[src/rtl/core/csr_spmv_pkg.sv]
// Shared types and constants of the sparse matrix-vector unit.
`default_nettype none

package csr_spmv_pkg;

	localparam int unsigned CMD_W       = 2;
	localparam int unsigned COL_W       = 12;
	localparam int unsigned VAL_W       = 32;
	localparam int unsigned SUM_W       = 64;
	localparam int unsigned FIRST_ROW_W = 20;
	localparam int unsigned CFG_DATA_W  = 20;
	localparam int unsigned CFG_INDEX_W = 2;

	localparam int unsigned QUEUE_DEPTH = 4;
	localparam int unsigned QUEUE_PTR_W = 2;
	localparam int unsigned QUEUE_CNT_W = 3;

	localparam logic signed [SUM_W-1:0] SUM_MAX = 64'sh7FFF_FFFF_FFFF_FFFF;
	localparam logic signed [SUM_W-1:0] SUM_MIN = 64'sh8000_0000_0000_0000;

	localparam logic [COL_W-1:0] WINDOW_LOW_RESET  = '0;
	localparam logic [COL_W-1:0] WINDOW_HIGH_RESET = '1;

	typedef enum logic [CMD_W-1:0] {
		CMD_LOAD  = 2'd0,
		CMD_ACCUM = 2'd1,
		CMD_CLOSE = 2'd2
	} command_t;

	typedef enum logic [CFG_INDEX_W-1:0] {
		REG_FIRST_ROW   = 2'd0,
		REG_WINDOW_LOW  = 2'd1,
		REG_WINDOW_HIGH = 2'd2
	} reg_index_t;

	typedef enum logic [1:0] {
		OP_LOAD,
		OP_ACCUM,
		OP_CLOSE
	} op_t;

	typedef struct packed {
		logic [COL_W-1:0] low;
		logic [COL_W-1:0] high;
	} window_t;

	typedef struct packed {
		op_t                      op;
		logic [COL_W-1:0]         column;
		logic signed [VAL_W-1:0]  value;
	} entry_t;

endpackage

`default_nettype wire

[src/rtl/core/csr_spmv_queue.sv]
// Short FIFO that decouples the front end from the execution back end.
`default_nettype none

module csr_spmv_queue import csr_spmv_pkg::*; (
	input  logic   clk,
	input  logic   arst_n,
	input  logic   push,
	input  entry_t push_entry,
	output logic   full,
	input  logic   pop,
	output entry_t pop_entry,
	output logic   empty
);

	entry_t                 slot_q [QUEUE_DEPTH];
	logic [QUEUE_PTR_W-1:0] wr_ptr_q;
	logic [QUEUE_PTR_W-1:0] rd_ptr_q;
	logic [QUEUE_CNT_W-1:0] count_q;

	assign full      = count_q == QUEUE_CNT_W'(QUEUE_DEPTH);
	assign empty     = count_q == '0;
	assign pop_entry = slot_q[rd_ptr_q];

	always_ff @(posedge clk) begin
		if (push) begin
			slot_q[wr_ptr_q] <= push_entry;
		end
	end

	always_ff @(posedge clk or negedge arst_n) begin
		if (!arst_n) begin
			wr_ptr_q <= '0;
			rd_ptr_q <= '0;
			count_q  <= '0;
		end else begin
			if (push) begin
				wr_ptr_q <= wr_ptr_q + 1'b1;
			end
			if (pop) begin
				rd_ptr_q <= rd_ptr_q + 1'b1;
			end
			case ({push, pop})
				2'b10:   count_q <= count_q + 1'b1;
				2'b01:   count_q <= count_q - 1'b1;
				default: count_q <= count_q;
			endcase
		end
	end

endmodule

`default_nettype wire

[config.mk]
export PLATFORM = sky130hd
export DESIGN_NAME = csr_spmv_queue
export DESIGN_NICKNAME = d
export VERILOG_FILES = /design/src/rtl/core/csr_spmv_pkg.sv /design/src/rtl/core/csr_spmv_queue.sv
export SDC_FILE = /design/constraint.sdc
export NUM_CORES = 1
export LEC_CHECK = 0
export ABC_AREA = 1
export BUFFER_PORTS_ARGS = -buffer_cell sky130_fd_sc_hd__buf_2
export CAP_MARGIN = 15
export CORE_MARGIN = 1
export CORE_UTILIZATION = 45
export DETAILED_ROUTE_END_ITERATION = 8
export PLACE_DENSITY_LB_ADDON = 0.08
export SLEW_MARGIN = 10
export SYNTH_ARGS = -nofsm -noshare
export SYNTH_HDL_FRONTEND = slang
export SYNTH_SLANG_ARGS = --single-unit
[constraint.sdc]
create_clock -name clk -period 3.7 [get_ports clk]
set_clock_uncertainty 0.05 [all_clocks]
set_input_delay 0.37 -clock clk [delete_from_list [all_inputs] [get_ports clk]]
set_output_delay 0.37 -clock clk [all_outputs]
set_load 0.005 [all_outputs]
## After elaboration in Yosys (flattened, before gate mapping)

Memory sizes are Yosys's and may differ from the RTL's.
Index checks and enable logic that the tools add are counted.

| word-level totals | value |
|---|---|
| memories kept | 1 |
| output and inout bits | 48 |
| bits in registers | 7 |
| word-level logic and storage cells | 16 |
| bits in writable memories | 184 |
| bits of input ports | 50 |

| operators by class | value |
|---|---|
| muxes and demuxes | 3 |
| reduce and logical (&&, ||, !) cells | 2 |
| add/sub/neg operators | 4 |
| eq/ne operators | 3 |

Memories:

| memory | words | bits a word | rd ports | clocked after Yosys merged registers in | write ports | RTL line | source |
|---|---|---|---|---|---|---|---|
| slot_q | 4 | 46 | 1 | 0 | 1 | csr_spmv_queue.sv:15 | `entry_t slot_q [QUEUE_DEPTH];` |

Operators with widths:

| kind | count |
|---|---|
| $pmux W3 S2 | 1 |
| $add A2 B1 Y2 const B | 2 |
| $add A3 B1 Y3 const B | 1 |
| $eq A3 B3 Y1 const B | 1 |
| $logic_not A3 Y1 | 1 |
| $sub A3 B1 Y3 const B | 1 |
| $eq A2 B1 Y1 const B | 1 |
| $eq A2 B2 Y1 const B | 1 |
| $mux W1 | 2 |
| $reduce_bool A2 Y1 | 1 |

## Depth between registers and ports, before layout

| logic depth | value |
|---|---|
| depth in word-level cells | 2 |
| mapped depth | 10 |
| depth with buffers taken out | 9 |

## Worst setup path before layout

Ideal clock, no wire load.

| path | value |
|---|---|
| path kind | register to register |
| start point | register wr_ptr_q[0] |
| end point | memory slot_q[2][0] in the netlist's numbering, enable pin |
| slack | 1.684 ns |
| data required time | 3.250 ns |
| buffers on the path | 0 |
| clock period less this slack | 2.016 ns |
| arrival time | 1.566 ns |
| stages on the path, launching flop included | 5 |
| library setup time | 0.400 ns |
| path through | dfrtp_1 > inv_1 > ha_1 > nand2_1 > inv_1 |

RTL lines:

| what | RTL line | source |
|---|---|---|
| start: declaration | csr_spmv_queue.sv:16 | `logic [QUEUE_PTR_W-1:0] wr_ptr_q;` |
| start signal: assignment | csr_spmv_queue.sv:37 | `wr_ptr_q <= wr_ptr_q + 1'b1;` |
| end: declaration | csr_spmv_queue.sv:15 |  |

Straight into the memory's write port.

==> insert_results.sql <==
INSERT INTO impl_metrics (metric_group, metric, value, unit) VALUES
('outcome', 'result_of_the_run', 'finished, final reports clean', ''),
('cts', 'cts_tree', 'done', ''),
('finish', 'area_delta_synth_final', '14.50', '%'),
('cts', 'number_of_buffers_inserted_by_post_cts_setup_repair', '0', ''),
('synth', 'post_synth_main_area_contributors', 'sky130_fd_sc_hd__edfxtp_1 68%, sky130_fd_sc_hd__o211ai_2 8.3%, sky130_fd_sc_hd__nand2_1 6.2%', ''),
('worst_setup_path', 'worst_r2r_startpoint', 'wr_ptr_q[0]', ''),
('power', 'pwr-share-seq', '42.1', '%'),
('sta', 'maxSlewHeadroom', '38.95', '%'),
('global_route', 'grt_max_degree', '66', ''),
('synth', 'synth-seq-area-share', '70.30', '%'),
('route', 'drt_iter0_drc', '186', ''),
('worst_setup_path', 'reg2reg_setup_slack', '1.65', 'ns'),
('synth', 'synthesis.area', '8109', 'sq um'),
('run', 'drv.max_cap_violation_count', '0', ''),
('synth', 'synth_area_per_cell', '13.84', 'sq um'),
('worst_setup_path', 'crit_type', 'flop to output pin', ''),
('sta', 'setup-violations-final', '0', ''),
('hold_path', 'hold-path-endpoint', 'slot_q[3][36]', ''),
('power', 'power_internal', '4.692', 'mW'),
('route', 'finalWirelength', '14790', 'microns'),
('sta', 'worst-slew-pin-transition', '0.9144', 'ns'),
('placement', 'place_hpwl', '9110', 'microns'),
('die', 'die_width', '136.2', 'microns'),
('power', 'power.density', '774.3', 'nW/um^2'),
('route', 'drt.antenna.violating_nets', '0', ''),
('synth', 'post_synth_inst_count', '586', ''),
('sta', 'fin_setup_tns', '0', 'ns'),
('die', 'io_pins', '98', ''),
('worst_setup_path', 'slowest_stage', 'sky130_fd_sc_hd__dfrtp_4', ''),
('finish', 'num-nets-final', '739', ''),
('sta', 'report.final.slew_viol_count', '0', ''),
('route', 'avgViaCountPerCell', '4.820', ''),
('die', 'row_count', '48', ''),
('power', 'clock_power_share', '24.6', '%'),
('global_route', 'wire_length_of_the_first_global_routing_pass', '23270', 'microns'),
('cts', 'clk_latency', '0.42', 'ns'),
('global_route', 'grt_pass1_vias', '4445', ''),
('worst_setup_path', 'worstPathMaxFanout', '42', ''),
('cts', 'cts_htree_levels', '4', ''),
('synth', 'synth_top_area_share', '68.14', '%'),
('synth', 'synth_top_area_cell', 'sky130_fd_sc_hd__edfxtp_1', ''),
('global_route', 'globalRoute.totalOverflow', '0', ''),
('finish', 'share_of_the_core_filled_with_cells_in_the_final_layout', '53.13', '%'),
('hold_path', 'holdCritPathClass', 'input pin to flop', ''),
('hold_path', 'holdCritStartpoint', 'push_entry[36]', ''),
('finish', 'layout_cells_sized_above_1', '31.18', '%'),
('die', 'floorplan.core_area', '17480', 'sq um'),
('cts', 'cts.clk_slew.worst_paths', '0.07', 'ns'),
('worst_setup_path', 'worst_path_largest_cell_delay', '0.71', 'ns'),
('hold_path', 'min_path_cells', '1', ''),
('worst_setup_path', 'required', '3.28', 'ns'),
('sta', 'final.min_clock_period', '2.581', 'ns'),
('worst_setup_path', 'worst-r2r-cell-count', '5', ''),
('sta', 'finalHoldViolCount', '0', ''),
('sta', 'worst_path_setup_slack_after_routing', '1.119', 'ns'),
('worst_setup_path', 'cp_common_cell', 'sky130_fd_sc_hd__nand2_1', ''),
('route', 'dr_total_vias', '4444', ''),
('power', 'totalPowerFinal', '7.189', 'mW'),
('synth', 'yosys_register_bits', '191', ''),
('finish', 'final_cell_count_no_fill', '922', ''),
('finish', 'final_design_area_no_fill', '9285', 'sq um'),
('placement', 'placement.cell_area', '8695', 'sq um'),
('placement', 'globalplace.congestion', '0.6999', ''),
('worst_setup_path', 'critical_path.startpoint_type', 'flop', ''),
('route', 'wl_per_cell', '16.04', 'microns'),
('synth', 'ys_warn_count', '0', ''),
('cts', 'numCtsBuffers', '17', ''),
('worst_setup_path', 'crit_arrival', '2.16', 'ns'),
('worst_setup_path', 'crit_chain', 'buf_4, nand2_1, o211ai_1, nand2_1, buf_2', ''),
('route', 'remaining_drc_errors', '0', ''),
('sta', 'fmax', '0.3874', 'GHz');
worst max path at each step:
stage | from | to | slack (ns) | cells after the start
finish | rd_ptr_q[0] | pop_entry[40] | 1.12 | 5
global route | rd_ptr_q[0] | pop_entry[40] | 0.98 | 5
CTS | rd_ptr_q[1] | pop_entry[16] | 1.06 | 5
detailed placement | rd_ptr_q[1] | pop_entry[16] | 1.54 | 5
global placement | rd_ptr_q[1] | pop_entry[16] | 1.59 | 5
floorplan | wr_ptr_q[0] | slot_q[2][0] | 1.68 | 4
final cells by class:
class	count	area, sq um
clock buffers	17	425.4
well taps	225	281.5
repair buffers	110	610.6
inverters	106	397.9
multi-input cells	257	1709
flip-flops and latches	191	5705
diodes	1	2.502
clock inverters	15	152.6
fillers	1468	8192
layer usage:
layer	GRT usage (%)	up-vias	part of all wire [%]
met5	0	-	0
met4	5.926	0	0.87
met3	4.810	11	4.5
met2	28.06	82	49
met1	21.42	2133	46
li1	-	2218	-
placed cells by master (no fill, tap or decap), types with 3 or more instances in the layout:
cell type,netlist,routed
sky130_fd_sc_hd__o211ai_1,38,38
sky130_fd_sc_hd__buf_4,3,10
sky130_fd_sc_hd__nand2_1,133,133
sky130_fd_sc_hd__o211ai_2,54,54
sky130_fd_sc_hd__inv_1,105,101
sky130_fd_sc_hd__clkbuf_16,0,17
sky130_fd_sc_hd__edfxtp_1,184,184
sky130_fd_sc_hd__buf_2,9,97
sky130_fd_sc_hd__clkinv_4,0,5
sky130_fd_sc_hd__inv_8,0,3
sky130_fd_sc_hd__inv_6,0,3
sky130_fd_sc_hd__xor2_1,3,3
sky130_fd_sc_hd__nand2_2,16,16
sky130_fd_sc_hd__dfrtp_1,7,5
sky130_fd_sc_hd__ha_1,5,5
sky130_fd_sc_hd__inv_2,1,5
what timing repair did:
action	CTS	global route
gates resized for setup	0	0
hold buffers	1	0
endpoints found under the hold margin	7	0
state kept, by name, indices dropped and copies added (netlist names):
signal	cells
count_q	3
slot_q	184
wr_ptr_q	2
rd_ptr_q	2
synth_stat cells, drive strengths merged:
library cell and instances:
buf 29, inv 106, fa 1, xnor2 1, nor3 2, dfrtp 7
clkbuf 3, nand2 149, nand4 1, edfxtp 184, xor2 3, ha 5
nand3 1, o211ai 92, o21ai 2
power groups by stage:
| stage | clock [mW] | sequential, mW | combinational (mW) |
|---|---|---|---|
| after floorplan | 0 | 2.99 | 1.85 |
| after global placement | 0 | 3.06 | 2.42 |
| after detailed placement | 0 | 3.08 | 2.47 |
| after CTS | 1.82 | 3.03 | 2.48 |
| after global routing | 1.89 | 3.07 | 2.69 |
| final | 1.77 | 3.03 | 2.40 |
worst max-delay path, delay by kind of cell, from the launching register on:
family	cells	cell delay, ns
simple gates	2	0.24
compound gates	1	0.11
buf+inv	2	0.65
flops	1	0.71
logic make-up (layout without fill, tap and decap cells):
logic type                 count (synthesis)  in the layout  synth area share [%]
DFF                                      191            191                 70.30
and+or+nand+nor                          153            153                 7.653
buffers and inverters                    138            248                 8.625
AOI/OAI and AO/OA                         94             94                 11.97
adders and majority gates                  6              6                 1.018
xor gates and xnor gates                   4              4                0.4321
other                                      0              1                     0
No activity file was read; power rests on OpenSTA's default activity.
