<file path="config.mk">
export PLATFORM = sky130hd
export DESIGN_NAME = csr_spmv_front
export DESIGN_NICKNAME = d
export VERILOG_FILES = /design/src/rtl/core/csr_spmv_pkg.sv /design/src/rtl/core/csr_spmv_front.sv
export SDC_FILE = /design/constraint.sdc
export NUM_CORES = 1
export LEC_CHECK = 0
export CAP_MARGIN = 10
export CORE_MARGIN = 2
export CORE_UTILIZATION = 50
export DETAILED_ROUTE_END_ITERATION = 10
export DONT_BUFFER_PORTS = 1
export GPL_TIMING_DRIVEN = 1
export PLACE_DENSITY = 0.63
export SYNTH_ARGS = -nofsm -noshare
export SYNTH_HDL_FRONTEND = slang
export SYNTH_SLANG_ARGS = --single-unit
</file>
<file path="constraint.sdc">
create_clock -name vclk -period 2.3
set_input_delay 0.46 -clock vclk [all_inputs]
set_output_delay 0.46 -clock vclk [all_outputs]
set_load 0.02 [all_outputs]
</file>
<file path="src/rtl/core/csr_spmv_pkg.sv">
// Shared types and constants of the sparse matrix-vector unit.
`default_nettype none

package csr_spmv_pkg;

	localparam int unsigned CMD_W       = 2;
	localparam int unsigned COL_W       = 12;
	localparam int unsigned VAL_W       = 32;
	localparam int unsigned SUM_W       = 64;
	localparam int unsigned FIRST_ROW_W = 20;
	localparam int unsigned CFG_DATA_W  = 20;
	localparam int unsigned CFG_INDEX_W = 2;

	localparam int unsigned QUEUE_DEPTH = 4;
	localparam int unsigned QUEUE_PTR_W = 2;
	localparam int unsigned QUEUE_CNT_W = 3;

	localparam logic signed [SUM_W-1:0] SUM_MAX = 64'sh7FFF_FFFF_FFFF_FFFF;
	localparam logic signed [SUM_W-1:0] SUM_MIN = 64'sh8000_0000_0000_0000;

	localparam logic [COL_W-1:0] WINDOW_LOW_RESET  = '0;
	localparam logic [COL_W-1:0] WINDOW_HIGH_RESET = '1;

	typedef enum logic [CMD_W-1:0] {
		CMD_LOAD  = 2'd0,
		CMD_ACCUM = 2'd1,
		CMD_CLOSE = 2'd2
	} command_t;

	typedef enum logic [CFG_INDEX_W-1:0] {
		REG_FIRST_ROW   = 2'd0,
		REG_WINDOW_LOW  = 2'd1,
		REG_WINDOW_HIGH = 2'd2
	} reg_index_t;

	typedef enum logic [1:0] {
		OP_LOAD,
		OP_ACCUM,
		OP_CLOSE
	} op_t;

	typedef struct packed {
		logic [COL_W-1:0] low;
		logic [COL_W-1:0] high;
	} window_t;

	typedef struct packed {
		op_t                      op;
		logic [COL_W-1:0]         column;
		logic signed [VAL_W-1:0]  value;
	} entry_t;

endpackage

`default_nettype wire

</file>
<file path="src/rtl/core/csr_spmv_front.sv">
// Front end: input handshake and classification of items into queue entries.
`default_nettype none

module csr_spmv_front import csr_spmv_pkg::*; #(
	parameter int unsigned VECTOR_DEPTH = 4096
) (
	input  logic                    in_valid,
	output logic                    in_ready,
	input  logic [CMD_W-1:0]        command,
	input  logic [COL_W-1:0]        column,
	input  logic signed [VAL_W-1:0] operand_value,
	input  window_t                 window,
	input  logic                    q_full,
	output logic                    push,
	output entry_t                  entry
);

	logic in_store;
	logic in_window;
	logic keep;

	assign in_ready  = !q_full;
	assign in_store  = 32'(column) < 32'(VECTOR_DEPTH);
	assign in_window = (column >= window.low) && (column <= window.high);

	// Drop items that leave no trace: stray loads, filtered nonzeros, unused codes.
	always_comb begin
		entry.column = column;
		entry.value  = operand_value;
		entry.op     = OP_LOAD;
		keep         = 1'b0;
		case (command_t'(command))
			CMD_LOAD: begin
				entry.op = OP_LOAD;
				keep     = in_store;
			end
			CMD_ACCUM: begin
				entry.op = OP_ACCUM;
				keep     = in_store && in_window;
			end
			CMD_CLOSE: begin
				entry.op = OP_CLOSE;
				keep     = 1'b1;
			end
			default: begin
				keep = 1'b0;
			end
		endcase
	end

	assign push = in_valid && in_ready && keep;

endmodule

`default_nettype wire

</file>
* After elaboration in Yosys (flattened, before gate mapping)
Index checks and enable logic that the tools add are counted.
Storage, ports and cells: register bits after elaboration 0, logic and storage cells 12
Cells by class: order comparisons 2, eq/ne operators 2, mux-type cells 2, reduce and logical (&&, ||, !) cells 6
Operators by type and width (number):
- $ge 12x12->1 | 1
- $le 12x12->1 | 1
- $pmux 2 s2 | 1
- $logic_and 1x1->1 | 3
- $eq 2x1->1 const B | 1
- $eq 2x2->1 const B | 1
- $logic_not 2->1 | 1
- $pmux 1 s2 | 1
- $reduce_or 2->1 | 1
- $logic_not 1->1 | 1

* Longest topological paths before layout
Gate-level depths: netlist (run 1).
depth after elaboration 4, depth in mapped cells 7, gate-level depth less buffers 7

* Worst setup path before layout (run 1)
No wires, ideal clock.
kind in2out, start in column[0], end out push, data arrival time 1863 ps, required time 1840 ps, slack -23 ps, cell stages on the path 7, buffers on the path 0, cell sequence inv_1 ha_1 nand2b_1 a31oi_1 o31ai_1 a221oi_1 o32ai_1
On the way: word-level cells in the longest chain between the ends 4, elaborated cells on any way between the ends 5
RTL lines:
- start: declaration | RTL line csr_spmv_front.sv:10 | input logic [COL_W-1:0] column,
- $ge 12x12->1 or $le 12x12->1 (tied branches) | RTL line csr_spmv_front.sv:24 | assign in_window = (column >= window.low) && (column <= window.high);
- $logic_and 1x1->1 (*) | RTL line csr_spmv_front.sv:24
- $pmux 1 s2 (*) | RTL line csr_spmv_front.sv:32 | case (command_t'(command))
- $logic_and 1x1->1 (*) | RTL line csr_spmv_front.sv:51 | assign push = in_valid && in_ready && keep;
- end: declaration | RTL line csr_spmv_front.sv:14 | output logic push,
Mark *: on every way between the ends. The rest lies on a longest branch, timed or not.

* Worst setup path after layout (run 1)
start in column[2], end out push
The elaborated chain is that of the path after synthesis.

==> results.txt, run 1 <==
The run finished with clean final reports. Synthesis instantiated 22 different standard cells from the library. The global routing stage identified its most utilized layer as met2.

The tools report the cell count after synthesis as 129. The number of buffer and inverter instances along the worst setup path is 1, and the largest net degree at the start of global routing is 4. Detailed placement finished with a half-perimeter wire length of 1.448 mm. Number of pins exceeding their max-slew limit in the final report: 0. The total area inside the core boundary comes to 0.001745 mm^2. The tools report the number of global-route vias before repair as 546. The area share of the largest cell type after synthesis is 34.92%, and the detailed-route via count is 612.

The cell type of the slowest stage on the worst timing path is a221oi_1. The kind of cell with the highest combined delay along the critical path is compound AO/OA/AOI/OAI gates. A synthesized cell averages 7.333 um^2.

The first global-routing pass estimated 2.194 mm of wire. The design draws 101.1 uW. The warning count from the yosys run was 0. For this run, the register share of the synthesized area comes to 0%.

In the post-synthesis netlist, the biggest area contributors are buf_4 35%, ha_1 32%, inv_1 9.5%. In this run the worst setup path terminates at push. The run gives 120 as the top-level I/O count. Counting the clock-network buffers in the layout gives 0. The die extent in x was 47.50 um.

The tools report the origin of the worst setup path as column[2]. Once detail routing completed, the nets flagged for antenna violations numbered 0. The number of antenna violations at the first check in global routing was 0; the final hold slack was 0.9200 ns. The number of setup violations in the final report came out at 0.

The tools report the violation count after the first detailed-routing iteration as 3. The critical path crosses 7 cells after its start point. Layout sequential cell count: 0. Of all nets on the critical path, the largest fanout is 3. The peak supply drop was 49.23 uV. Cells with a size suffix above 1 make up 8.140% of the layout.

Global routing finished with a remaining overflow of 0. STA classifies the critical path startpoint as an input port. Timing would allow up to 443.7 MHz. In the final routed layout, each cell accounts on average for 14.04 um. On the worst path, the slowest cell contributes a delay of 0.33 ns. Setup repair after global routing could not meet its margin everywhere. The filler cell count in the final layout was 206. Across the run, the number of max-cap violations was 0. Sum of negative setup slack: 0 ns. The final layout contains routed wiring with a total length of 1.558 mm. The logs give 945.9 um^2 for the post-synthesis instance area and 1.84 ns for the required time reported for the critical path endpoint. The effective utilization at floorplan is 54.19%, and the number of nets in the finished design is 184. OpenSTA, run right after detailed placement, puts the worst setup slack at -0.1122 ns. After layout, the minimum clock period comes to 2.254 ns.

The critical path arrival was 1.79 ns; the post-route standard cell area excluding fillers was 684.4 um^2. In this run the worst hold path is classified as in2out. In this run the tool buffered the top-level ports with 0 buffer cells.

The logs give 0 for the post-CTS setup buffer count and 0 for the number of remaining DRC errors. The number of nets handed over by synthesis was 225. The die area is 0.002256 mm^2. For this design the static power due to leakage is 0.3923 nW. The met2 global-route usage was 22.70%.

The hold violation count in the final report is 0. The logs give 0 for the number of antenna repair diodes and 15 for the number of placement rows. Global routing consumed, on the met1 layer, 14.16% of the routing resources. At the pin with the least slew margin, the transition time is 0.4093 ns.

The worst path meets setup with 0.04600 ns of slack. The die boundary height is 47.50 um, and the placer's final routability congestion estimate is 0.7953. The capturing element type of the critical path was an output port. The run gives 4 as the number of search-and-repair iterations in the first detailed-routing pass.

The placed instances occupy a cell area of 661.9 um^2. The setup path with the least slack is of type in2out. Area of the multi-input gates: 550.5 um^2. Across every metal layer, demand over resource in global routing totals 12.85%. In the finished design, the share of the clock period the worst path needs comes to 98.00%. The worst pin sits at a relative slew slack of 72.66%. Global routing consumed, on the met3 layer, 4.906% of the routing resources. Biggest area consumer among synthesized cells: buf_4. Walking the worst path, the cells encountered are ha_4, a211o_1, a31oi_1, o31ai_1, a221oi_1, o32ai_2, buf_4. The growth of design area from synthesis to finish came out at -27.65%. Across the whole layout, storage elements account for 0 um^2. The routed via count divided by cell count works out to 5.514. In this run the power density over the cells is 147.8 mW/mm^2.
power breakdown:
| part | switching [mW] | internal, mW |
|---|---|---|
| Combinational | 0.0522 | 0.0490 |
| Sequential | 0 | 0 |
| Clock | 0 | 0 |
area by class of cell:
cell class | count | share of cell area, %
inverters | 24 | 13.89
multi-input cells | 61 | 80.44
repair buffers | 1 | 1.097
well taps | 25 | 4.570
synth_stat cells (all sizes together):
library cell   n
a211o          2
nor3           1
o211ai         1
o32ai          1
ha            24
o21ai          1
nand2b         2
a221oi         1
a31oi          2
nor2           1
buf           44
and4           1
o31ai          1
inv           24
nor2b          3
or2            1
nand2          4
a21oi          7
nand3          1
a21o           2
nand4          4
o21a           1
per-layer routing:
metal / part of all wire (%) / wire [um]
met5: 0 / 0
met4: 2.4 / 38
met3: 14 / 216
met2: 50 / 776
met1: 34 / 526
worst min-delay path by stage:
stage | start | endpoint | slack [ns] | cells after the start
after global placement | operand_value[3] | entry[3] | 0.92 | 0
final | operand_value[20] | entry[20] | 0.92 | 0
after global routing | operand_value[20] | entry[20] | 0.92 | 0
after CTS | operand_value[3] | entry[3] | 0.92 | 0
after detailed placement | operand_value[3] | entry[3] | 0.92 | 0
after floorplan | command[1] | entry[44] | 1.0 | 1
through the flow:
stage / std cells / util [%]
CTS: 111 / 38.64
global placement: 111 / 37.92
finish: 111 / 39.21
global route: 111 / 39.21
detailed placement: 111 / 37.92
floorplan: 129 / -
cell usage in the layout, fill, tap and decap left out, drive strengths merged:
master  instances
nor3            1
o21a            1
o21ai           1
nand2b          2
a31oi           2
nand3           1
o211ai          1
a221oi          1
nor2b           3
buf             1
or2             1
a21o            2
inv            24
a21oi           7
a211o           2
nand2           4
nand4           4
and4            1
o32ai           1
o31ai           1
nor2            1
ha             24
kinds of logic after synthesis:
| kind of cell | synth area share (%) |
|---|---|
| buffers and inverters | 44.45 |
| and+or+nand+nor | 10.58 |
| AOI/OAI and AO/OA | 13.23 |
| adders and majority gates | 31.75 |
timing repair:
item / 4_1_cts / 5_1_grt
pin swaps: 3 / 5
hold buffers: 0 / 0
gates resized for setup: 2 / 4
hold endpoints to repair: 0 / 0
endpoints found under the setup margin: 1 / 1
Note: power is estimated with default switching activity, not from simulation.
==> run 2, diff against run 1 <==
Settings changed: ABC_AREA set to 1, CORE_UTILIZATION 50 to 30, PLACE_DENSITY 0.63 to 0.42.
==> run 2 against run 1 <==
Net effect:
- maximum frequency increased by 8.1%
- sequential share of layout area unchanged
- global-route usage decreased by 5.4 points
- critical path depth increased by 3
- highest routed layer unchanged
==> results.txt, run 2 <==
The number of global-route vias before repair is 613 (was 546), and the max-cap check violation count is 0 (unchanged). The fraction of layout instances using a drive strength above 1 works out to 8.197% (was 8.140%). The run gives 120 (unchanged) as the top-level I/O count. The run gives 0 (unchanged) as the warning count from the yosys run.

The biggest area consumer among synthesized cells is buf_4 (unchanged). Setup repair after global routing left no endpoint under its margin. The logs give 0 (unchanged) for the remaining antenna violation count and 2.573 mm (was 2.194 mm) for the wire length of the first global-routing pass. Sum of net half-perimeters after detailed placement: 1.532 mm (was 1.448 mm). The post-layout minimum cycle time is 2.086 ns (was 2.254 ns). Most frequent cells in the layout: 35 x nand2_1, 34 x inv_1, 24 x ha_1 (was 23 x inv_1, 21 x ha_1, 7 x a21oi_1).

The tools report the combined flip-flop and latch cell area as 0 um^2 (unchanged). The run finished with clean final reports. The dominant cell by count in the synthesized netlist was buf_4 (unchanged). Area share of the largest cell type after synthesis: 31.85% (was 34.92%). The tools report the number of pins exceeding their max-slew limit in the final report as 0 (unchanged). The category of the worst setup path launch point was an input port (unchanged). The die area was 0.003944 mm^2 (was 0.002256 mm^2). The type of the worst setup path is in2out (unchanged).

Number of placement rows: 21 (was 15). Largest family of logic cells by synthesized area: buffers and inverters (unchanged). The number of setup violations in the final report was 0 (unchanged); the post-synthesis instance area was 0.001037 mm^2 (was 945.9 um^2). Layout clock buffer count: 0 (unchanged).

The logs give 74.86% (was 72.66%) for the headroom to the max-slew limit and 556.8 um^2 (was 550.5 um^2) for the area of the multi-input gates. The mean post-synth cell area came out at 6.248 um^2 (was 7.333 um^2). The sum of internal, switching and leakage power was 112.9 uW (was 101.1 uW); the number of gates resized after cts was 0 (was 2). The portion of netlist area occupied by mux cells is 0% (unchanged), and the number of search-and-repair iterations in the first detailed-routing pass is 4 (unchanged).

The run gives 166 (was 129) as the cell count after synthesis. The logs give 0.2141 ns (was 0.04600 ns) for the final critical-path setup slack and 0 (unchanged) for the layout sequential cell count. The largest net degree at the start of global routing is 4 (unchanged), and the hold violation count in the final report is 0 (unchanged). Detailed-route via count: 697 (was 612). The largest fanout on the critical path is 2 (was 3), and the filler cell count in the final layout is 391 (was 206). Capturing element type of the critical path: an output port (unchanged). The post-place setup slack was 0.1742 ns (was -0.1122 ns); the placer's final routability congestion estimate was 0.6609 (was 0.7953). Transition time of the tightest slew-check pin: 0.3758 ns (was 0.4093 ns). The final hold slack is 0.9200 ns (unchanged), and the static leakage is 0.5233 nW (was 0.3923 nW). The worst hold path cell count is 0 (unchanged).

Biggest area contributors in the synthesized netlist: buf_4 32%, ha_1 29%, nand2_1 13% (was buf_4 35%, ha_1 32%, inv_1 9.5%). The leading cell type in the layout, fill and taps excluded was nand2_1 (was inv_1). The core footprint came out at 0.003337 mm^2 (was 0.001745 mm^2). Class of the tightest hold or removal check: in2out (unchanged).

The die boundary height was 62.80 um (was 47.50 um); the required time reported for the critical path endpoint was 1.84 ns (about the same). The complex-gate fraction of the synthesized area is 4.463% (was 13.23%). The timing-limited maximum frequency was 479.4 MHz (was 443.7 MHz); the quantity of I/O buffers inserted on ports was 0 (unchanged). The peak supply drop was 27.63 uV (was 49.23 uV); the average wire per cell in the routed design was 9.542 um (was 14.04 um).

The total overflow reported by the global router is 0 (unchanged), and the number of antenna repair diodes is 0 (unchanged). The die extent in x is 62.80 um (was 47.50 um). For the post-CTS setup buffer count, the log shows 0 (unchanged). The power density over the cells was 147.6 mW/mm^2 (was 147.8 mW/mm^2); the count of unique library cells instantiated by Yosys was 14 (was 22).

The xor/xnor cell area share of the yosys netlist works out to 0% (unchanged). The tools report the termination of the worst setup path as push (unchanged). The growth of design area from synthesis to finish came out at -26.30% (was -27.65%). Synth top cells by count: 44 x buf_4, 35 x nand2_1, 34 x inv_1 (was 44 x buf_4, 24 x ha_1, 24 x inv_1).

The post-synthesis simple-gate area fraction is 20.27% (was 10.58%), and the final wirelength is 1.603 mm (was 1.558 mm). The logs give 262 (was 225) for the post-synthesis net count and 1.63 ns (was 1.79 ns) for the critical path arrival. The violation count after the first detailed-routing iteration was 6 (was 3); the sum of negative setup slack was 0 ns (unchanged).

The run gives 22.91% (was 39.21%) as the final core area utilization. The share of the cycle needed by the critical path after routing is 90.69% (was 98.00%). The effective utilization at floorplan is 31.08% (was 54.19%), and the sequential area share after synthesis is 0% (unchanged). The routed via count divided by cell count is 4.149 (was 5.514). Total of hold buffers inserted after clock tree synthesis: 0 (unchanged). The all-layer global routing usage is 7.484% (was 12.85%). The adder-cell share of the synthesized area is 28.95% (was 31.75%), and the number of antenna violations at the first check in global routing is 0 (unchanged).

The run gives 0 (unchanged) as the number of remaining DRC errors. The number of nets in the finished design came out at 220 (was 184). The origin of the worst setup path was window[11] (was column[2]).
==> run 2: changes by cell type in the layout (fill, tap and decap cells not counted), moves of 3 or more <==
cell,delta
ha_1,+3
inv_1,+11
inv_2,+6
nand2_1,+31
nor2_1,+6
nor2b_1,-3
==> run 2: stage by stage <==
step	cells	area (um^2)
detailed placement	168	764.5
floorplan	166	1037
CTS	168	764.5
global placement	168	764.5
finish	168	764.5
global route	168	764.5
==> run 2: report_power, final <==
group | switching [mW] | internal, mW | total [mW] | leakage, nW
combinational | 0.0661 | 0.0468 | 0.113 | 0.523
sequential | 0 | 0 | 0 | 0
clock | 0 | 0 | 0 | 0
total | 0.0661 | 0.0468 | 0.113 | 0.523
==> run 2: routing by layer <==
metal	vias to the layer above	share of wire, %	GRT usage [%]
met3	10	8.5	0.7207
met1	280	40	9.052
met2	40	49	13.84
li1	367	-	-
met5	-	0	0
met4	0	2.2	2.222
==> run 2: worst min-delay path by stage <==
stage / start / to / slack (ns)
finish: operand_value[13] / entry[13] / 0.92
global route: column[7] / entry[39] / 0.92
CTS: operand_value[29] / entry[29] / 0.92
detailed placement: operand_value[29] / entry[29] / 0.92
global placement: operand_value[29] / entry[29] / 0.92
floorplan: command[0] / push / 1.0
==> run 2: logic make-up after synthesis <==
family,Yosys count
AOI/OAI and AO/OA,8
adders and majority gates,24
buffers and inverters,84
and+or+nand+nor,50
==> run 2: final cells by class <==
cell class,count,area share (%)
Inverter,40,19.64
Multi-Input combinational cell,82,72.83
Tap cell,46,7.529
==> run 2: worst max-delay path: stages <==
cell,delay [ns]
inv_1,0.02
ha_1,0.29
nand2_1,0.09
inv_2,0.05
nand2_1,0.06
nor2_2,0.12
nand4_1,0.08
nand2_1,0.10
nand3_2,0.07
a21oi_2,0.29
